===== src/hdl/hpq_pkg.sv =====
package hpq_pkg;

    localparam logic FUNC_INSERT  = 1'b0;
    localparam logic FUNC_EXTRACT = 1'b1;

    localparam logic [1:0] ST_OK    = 2'd0;
    localparam logic [1:0] ST_EMPTY = 2'd1;
    localparam logic [1:0] ST_FULL  = 2'd2;

    localparam logic ORDER_MIN = 1'b1;

    // true when a belongs above b in the selected order
    function automatic logic above(input logic order, input logic signed [31:0] a,
                                   input logic signed [31:0] b);
        logic r;
        if (order == ORDER_MIN)
            r = (a < b);
        else
            r = (a > b);
        return r;
    endfunction

endpackage


===== src/hdl/hpq_ram.sv =====
module hpq_ram #(
    parameter int WIDTH = 32,
    parameter int DEPTH = 128
) (
    input  logic                     clk,
    input  logic                     we,
    input  logic [$clog2(DEPTH)-1:0] waddr,
    input  logic [WIDTH-1:0]         wdata,
    input  logic                     re,
    input  logic [$clog2(DEPTH)-1:0] raddr,
    output logic [WIDTH-1:0]         rdata
);

    logic [WIDTH-1:0] mem [DEPTH];
    logic [WIDTH-1:0] rdata_reg;

    always_ff @(posedge clk)
    begin
        if (we)
        begin
            mem[waddr] <= wdata;
        end
        if (re)
        begin
            rdata_reg <= mem[raddr];
        end
    end

    assign rdata = rdata_reg;

endmodule


===== src/hdl/binary_heap_priority_queue.sv =====
// Channel   | Handshake                  | Payload
// ----------+----------------------------+------------------------------
// command   | start, busy (accept: start & !busy) | func, value
// result    | done (one-cycle strobe)    | top_value, status, count
// config    | cfg_valid, cfg_ready       | heap_order
//
// Insert: UP_CHK, UP_CMP per level climbed; ends in UP_CHK at the root, else UP_CMP.
// Extract: DN_TOP, DN_LAST, then DN_CHK, DN_LEFT, DN_DEC per level; ends in DN_CHK at
// a leaf or DN_DEC if no child wins, in DN_TOP if it empties the heap. Empty and full:
// busy stays low and the result strobe follows in the next cycle; else it comes as busy falls.
// Reset clears the count and selects min order; memory contents stay as they are.
// The result strobe cannot be held off; start is ignored while busy is high.
module binary_heap_priority_queue #(
    parameter int CAPACITY = 128
) (
    input  logic               clk,
    input  logic               rst_n,
    input  logic               start,
    output logic               busy,
    input  logic               func,
    input  logic signed [31:0] value,
    output logic               done,
    output logic signed [31:0] top_value,
    output logic [1:0]         status,
    output logic [7:0]         count,
    input  logic               cfg_valid,
    output logic               cfg_ready,
    input  logic               heap_order
);

    localparam int AW = $clog2(CAPACITY);
    localparam int CW = $clog2(CAPACITY + 1);
    localparam int IW = AW + 2;

    typedef enum logic [7:0] {
        S_IDLE    = 8'b0000_0001,
        S_UP_CHK  = 8'b0000_0010,
        S_UP_CMP  = 8'b0000_0100,
        S_DN_TOP  = 8'b0000_1000,
        S_DN_LAST = 8'b0001_0000,
        S_DN_CHK  = 8'b0010_0000,
        S_DN_LEFT = 8'b0100_0000,
        S_DN_DEC  = 8'b1000_0000
    } state_t;

    state_t             state_reg, state_next;
    logic [CW-1:0]      cnt_reg, cnt_next;
    logic [AW-1:0]      pos_reg, pos_next;
    logic signed [31:0] v_reg, v_next;
    logic signed [31:0] lv_reg, lv_next;
    logic signed [31:0] top_reg, top_next;
    logic [1:0]         status_reg, status_next;
    logic               done_reg, done_next;
    logic               order_reg;

    logic               we;
    logic [AW-1:0]      waddr;
    logic signed [31:0] wdata;
    logic               re;
    logic [AW-1:0]      raddr;
    logic signed [31:0] rdata;

    logic [IW-1:0]      pos_ext, cnt_ext, left, right;
    logic [AW-1:0]      parent;
    logic               l_ok, r_ok, take_l, take_r;
    logic signed [31:0] bv_l;
    logic [CW+7:0]      cnt_wide;

    hpq_ram #(
        .WIDTH(32),
        .DEPTH(CAPACITY)
    ) u_ram (
        .clk  (clk),
        .we   (we),
        .waddr(waddr),
        .wdata(wdata),
        .re   (re),
        .raddr(raddr),
        .rdata(rdata)
    );

    assign pos_ext = {2'b00, pos_reg};
    assign cnt_ext = {{(IW - CW){1'b0}}, cnt_reg};
    assign left    = (pos_ext << 1) + IW'(1);
    assign right   = left + IW'(1);
    assign parent  = (pos_reg - AW'(1)) >> 1;
    assign l_ok    = left < cnt_ext;
    assign r_ok    = right < cnt_ext;
    assign take_l  = hpq_pkg::above(order_reg, lv_reg, v_reg);
    assign bv_l    = take_l ? lv_reg : v_reg;
    assign take_r  = r_ok && hpq_pkg::above(order_reg, rdata, bv_l);

    always_comb
    begin
        state_next  = state_reg;
        cnt_next    = cnt_reg;
        pos_next    = pos_reg;
        v_next      = v_reg;
        lv_next     = lv_reg;
        top_next    = top_reg;
        status_next = status_reg;
        done_next   = 1'b0;
        we          = 1'b0;
        waddr       = pos_reg;
        wdata       = v_reg;
        re          = 1'b0;
        raddr       = '0;
        case (state_reg)
            S_IDLE:
            begin
                if (start)
                begin
                    top_next    = '0;
                    status_next = hpq_pkg::ST_OK;
                    if (func == hpq_pkg::FUNC_INSERT)
                    begin
                        if (cnt_reg == CW'(CAPACITY))
                        begin
                            status_next = hpq_pkg::ST_FULL;
                            done_next   = 1'b1;
                        end
                        else
                        begin
                            v_next     = value;
                            pos_next   = cnt_reg[AW-1:0];
                            cnt_next   = cnt_reg + CW'(1);
                            state_next = S_UP_CHK;
                        end
                    end
                    else
                    begin
                        if (cnt_reg == '0)
                        begin
                            status_next = hpq_pkg::ST_EMPTY;
                            done_next   = 1'b1;
                        end
                        else
                        begin
                            // fetch the root
                            re         = 1'b1;
                            raddr      = '0;
                            cnt_next   = cnt_reg - CW'(1);
                            state_next = S_DN_TOP;
                        end
                    end
                end
            end
            S_UP_CHK:
            begin
                if (pos_reg == '0)
                begin
                    we         = 1'b1;
                    done_next  = 1'b1;
                    state_next = S_IDLE;
                end
                else
                begin
                    re         = 1'b1;
                    raddr      = parent;
                    state_next = S_UP_CMP;
                end
            end
            S_UP_CMP:
            begin
                we = 1'b1;
                if (hpq_pkg::above(order_reg, v_reg, rdata))
                begin
                    // move the parent down into the hole
                    wdata      = rdata;
                    pos_next   = parent;
                    state_next = S_UP_CHK;
                end
                else
                begin
                    done_next  = 1'b1;
                    state_next = S_IDLE;
                end
            end
            S_DN_TOP:
            begin
                top_next = rdata;
                if (cnt_reg == '0)
                begin
                    done_next  = 1'b1;
                    state_next = S_IDLE;
                end
                else
                begin
                    re         = 1'b1;
                    raddr      = cnt_reg[AW-1:0];
                    state_next = S_DN_LAST;
                end
            end
            S_DN_LAST:
            begin
                v_next     = rdata;
                pos_next   = '0;
                state_next = S_DN_CHK;
            end
            S_DN_CHK:
            begin
                if (!l_ok)
                begin
                    we         = 1'b1;
                    done_next  = 1'b1;
                    state_next = S_IDLE;
                end
                else
                begin
                    re         = 1'b1;
                    raddr      = left[AW-1:0];
                    state_next = S_DN_LEFT;
                end
            end
            S_DN_LEFT:
            begin
                lv_next = rdata;
                if (r_ok)
                begin
                    re    = 1'b1;
                    raddr = right[AW-1:0];
                end
                state_next = S_DN_DEC;
            end
            S_DN_DEC:
            begin
                we = 1'b1;
                if (take_r)
                begin
                    wdata      = rdata;
                    pos_next   = right[AW-1:0];
                    state_next = S_DN_CHK;
                end
                else if (take_l)
                begin
                    wdata      = lv_reg;
                    pos_next   = left[AW-1:0];
                    state_next = S_DN_CHK;
                end
                else
                begin
                    done_next  = 1'b1;
                    state_next = S_IDLE;
                end
            end
            default:
            begin
                state_next = S_IDLE;
            end
        endcase
    end

    always_ff @(posedge clk or negedge rst_n)
    begin
        if (!rst_n)
        begin
            state_reg <= S_IDLE;
            cnt_reg   <= '0;
            done_reg  <= 1'b0;
            order_reg <= hpq_pkg::ORDER_MIN;
        end
        else
        begin
            state_reg <= state_next;
            cnt_reg   <= cnt_next;
            done_reg  <= done_next;
            if (cfg_valid && cfg_ready)
            begin
                order_reg <= heap_order;
            end
        end
    end

    always_ff @(posedge clk)
    begin
        pos_reg    <= pos_next;
        v_reg      <= v_next;
        lv_reg     <= lv_next;
        top_reg    <= top_next;
        status_reg <= status_next;
    end

    assign cnt_wide  = {8'b0, cnt_reg};
    assign busy      = (state_reg != S_IDLE);
    assign cfg_ready = (state_reg == S_IDLE);
    assign done      = done_reg;
    assign top_value = top_reg;
    assign status    = status_reg;
    assign count     = cnt_wide[7:0];

endmodule


===== config.mk =====
export PLATFORM = sky130hd
export DESIGN_NAME = binary_heap_priority_queue
export DESIGN_NICKNAME = d
export VERILOG_FILES = /design/src/hdl/hpq_pkg.sv /design/src/hdl/hpq_ram.sv /design/src/hdl/binary_heap_priority_queue.sv
export SDC_FILE = /design/constraint.sdc
export NUM_CORES = 2
export LEC_CHECK = 0
export BUFFER_PORTS_ARGS = -buffer_cell sky130_fd_sc_hd__clkbuf_2
export CAP_MARGIN = 20
export CORE_UTILIZATION = 31
export CTS_CLUSTER_DIAMETER = 200
export DETAILED_ROUTE_END_ITERATION = 10
export SKIP_LAST_GASP = 1
export SYNTH_ARGS = -nofsm -noshare
export SYNTH_HDL_FRONTEND = slang
export SYNTH_SLANG_ARGS = --single-unit

===== constraint.sdc =====
create_clock -name clk -period 10.6 [get_ports clk]
set_input_delay 2.12 -clock clk [delete_from_list [all_inputs] [get_ports clk]]
set_output_delay 2.12 -clock clk [all_outputs]
set_load 0.05 [all_outputs]

==> metrics.txt <==
Fin Setup TNS 0 ns; H-tree depth 5; # Post-CTS Setup Buffers 0; worst setup path class reg2reg; largest net degree at the start of global routing 129; syn avg cell area 17.0 sq um; CTS tree done; FF+latch count, synth 4251; share of layout cells above drive strength 1 0.168; Fin. Hold Viols 0; Crit Path Max Fanout 57; max reg flops ~4100; number of buffers added on ports 82; Longest Clk Path Bufs 4; Final ANT Viol Nets 0; vias in the first global route 93710; met2 usage 0.288; Peak VDD IR 0.159 mV; Post-synth EDFFs 4233; Core ar. 546000 sq um; Worst Path Required roughly 11 ns; asr flop ratio synth 0.00423; die height 743 um; drt drc 0; r2r setup slk 1.44 ns; drt wl/cell 30.1 um; Reg clk slew, reported paths 0.07 ns; vias per cell 5.54; achievable frequency 109 MHz; CP delay by family, top compound AO/OA/AOI/OAI gates; Synth Instances roughly 10000; die area 553000 sq um; total number of vias 99137; post-synth top area cell edfxtp_1; root buffer cell clkbuf_16; crit start category flip-flop; DR iter-0 viols 14982; Num CTS Buffers about 420; IO Pins slightly above 80; top cells by count, synth 4233 x edfxtp_1, 1409 x nand2_1, 522 x mux2i_1, 514 x nand3_1, 512 x mux4_2; CP bufs+invs 4; P_leak approximately 0.064 uW; clock latency on the worst-skew pair 1.02 ns; Max-slew headroom 0.126; skew final 0.0977 ns; delay of the slowest critical-path stage 0.97 ns; first-pass GRT wire length 746000 um; post-cts sizing count 0; Total Routing Usage GR 0.188; Area Overhead vs Synth 14.5%; Comb pwr share 0.162; cts hold-fix bufs 0; CP Capture Type flip-flop; pwr/cell area 208 nW/um^2; top post-synthesis cells by area edfxtp_1 75%, mux4_2 6.8%, nand2_1 3.1%, mux2i_1 3.1%, nand3_1 1.5%; Sw Ratio 0.279; post-layout minimum cycle time 9.16 ns; max cap viols 0; fin crit share 0.864; top_reg_cell synth edfxtp_1; sequential share of power 0.482; hold path depth 0; RSZ-0062 raised after global routing no; initial antenna violation count 30; Post-DP HPWL 296000 um; TritonRoute pass-1 iters 6; Internal 29300 uW; final WL ~540000 um; total gr overflow 0; # rows approximately 270; Largest Register u_ram.mem; final core utilization 0.357; nets 10444; Sink Count 4251; syn nets 10203; slew at the pin with the worst max-slew slack around 1.3 ns; Yosys warning total 0; post-synthesis cell type count 95; Clk pwr share 0.355; cell with the most instances after synthesis edfxtp_1; sequential cell area fraction in the yosys report 0.749; min-delay worst type reg2reg; area share of the largest cell type after synthesis 0.746; r2r startpoint v_reg[25]$_DFFE_PP_; Net Sw Power about 11000 uW; met1 usage 0.261; Routability Congestion between 0.8 and 0.9; Slew Limit Fails 0; worst-case reg-to-reg path depth 26; Synth Cell Area 170000 sq um; Initial Util 0.312; Chip Width 743 um; Final Setup Violations 0; busiest grt layer met2; worst reg2reg endpoint u_ram.mem[31][20]$_DFFE_PP_; slowest CP cell o221ai_4; Crit path arrival time 9.86 ns; met3 Track Usage GR 0.0413; Endpoint, Worst Hold lv_reg[25]$_DFFE_PN_; status complete, no violations; # fillers 50690; Hold Crit Start u_ram.rdata[25]$_DFFE_PP_
-- final cells by class --
class / count / area, sq um / area share
diodes: 33 / 82.6 / 0.000423
clock buffers: 534 / 11100 / 0.0569
clock inverters: 227 / 1950 / 0.00999
inverters: 88 / 330 / 0.00169
multi-input cells: 5077 / 41200 / 0.211
flip-flops and latches: 4251 / 128000 / 0.654
well taps: 7234 / 9050 / 0.0464
repair buffers: 447 / 3790 / 0.0194
-- how the worst max path moves through the flow --
stage	from	endpoint	cells after the start
after CTS	v_reg[25]$_DFFE_PP_	u_ram.mem[19][23]$_DFFE_PP_	27
after global routing	v_reg[25]$_DFFE_PP_	u_ram.mem[19][23]$_DFFE_PP_	27
after global placement	v_reg[25]$_DFFE_PP_	u_ram.mem[116][18]$_DFFE_PP_	27
after detailed placement	v_reg[25]$_DFFE_PP_	u_ram.mem[116][18]$_DFFE_PP_	27
after floorplan	v_reg[25]$_DFFE_PP_	u_ram.mem[0][10]$_DFFE_PP_	26
final	v_reg[25]$_DFFE_PP_	u_ram.mem[31][20]$_DFFE_PP_	26
-- cells by family (layout without fill, tap and decap cells) --
logic type      Yosys count  after routing  synth area share
fa+ha+maj               120            120           0.00886
xor+xnor                 21             21           0.00108
simple gates           2639           2639            0.0690
mux                    1058           1058            0.0999
compound gates         1239           1239            0.0516
buf+inv                 717           1296            0.0207
flops                  4251           4251             0.749
other cells               0             33                 0
-- placed cells by master (no fill, tap or decap), types with 17 or more instances in the layout --
| master | n |
|---|---|
| clkbuf_16 | 426 |
| edfxtp_1 | 4233 |
| a21oi_1 | 210 |
| o21ai_0 | 113 |
| o211ai_1 | 26 |
| nand4_1 | 78 |
| clkbuf_2 | 82 |
| diode_2 | 33 |
| a221oi_1 | 19 |
| clkinv_2 | 70 |
| clkinv_1 | 104 |
| nand3_1 | 509 |
| mux2i_1 | 522 |
| o221ai_4 | 32 |
| inv_1 | 88 |
| buf_12 | 50 |
| ha_1 | 119 |
| nor2_4 | 133 |
| a211oi_1 | 188 |
| clkbuf_1 | 104 |
| nand2_1 | 1407 |
| mux2_2 | 24 |
| mux4_2 | 512 |
| and3_1 | 240 |
| a311o_1 | 24 |
| bufinv_16 | 28 |
| nor3_1 | 21 |
| buf_4 | 312 |
| a22oi_1 | 93 |
| a31oi_1 | 167 |
| o2111ai_1 | 41 |
| a2111oi_0 | 17 |
| nor2_1 | 123 |
| a311oi_1 | 93 |
| a21o_1 | 44 |
-- metal layers --
layer	up-vias	routed length [um]
li1	40420	-
met1	51939	214000
met2	5814	240000
met3	960	59600
met4	4	23600
met5	-	27
-- power groups by stage --
stage                     Combinational [uW]  Clock, uW  Sequential [uW]
after floorplan                         3720          0            20200
after global placement                  6450          0            19900
after detailed placement                6490          0            19900
after CTS                               6510      14600            19600
after global routing                    6960      15200            19600
final                                   6590      14400            19600
-- metrics by stage --
stage / instances / setup slack [ns] / hold WS [ns] / total power (uW) / area [sq um]
6_report: 17891 / 1.44 / 0.528 / 40600 / 195000
5_1_grt: 17880 / 0.826 / 0.518 / 41700 / 195000
4_1_cts: 17852 / 1.63 / 0.516 / 40700 / 195000
3_5_place_dp: 17091 / 1.73 / 0.496 / 26400 / 182000
3_3_place_gp: 17090 / 1.82 / 0.493 / 26400 / 182000
2_1_floorplan: 10045 / 0.733 / 0.454 / 24000 / 170000
Note: power is estimated with default switching activity, not from simulation.
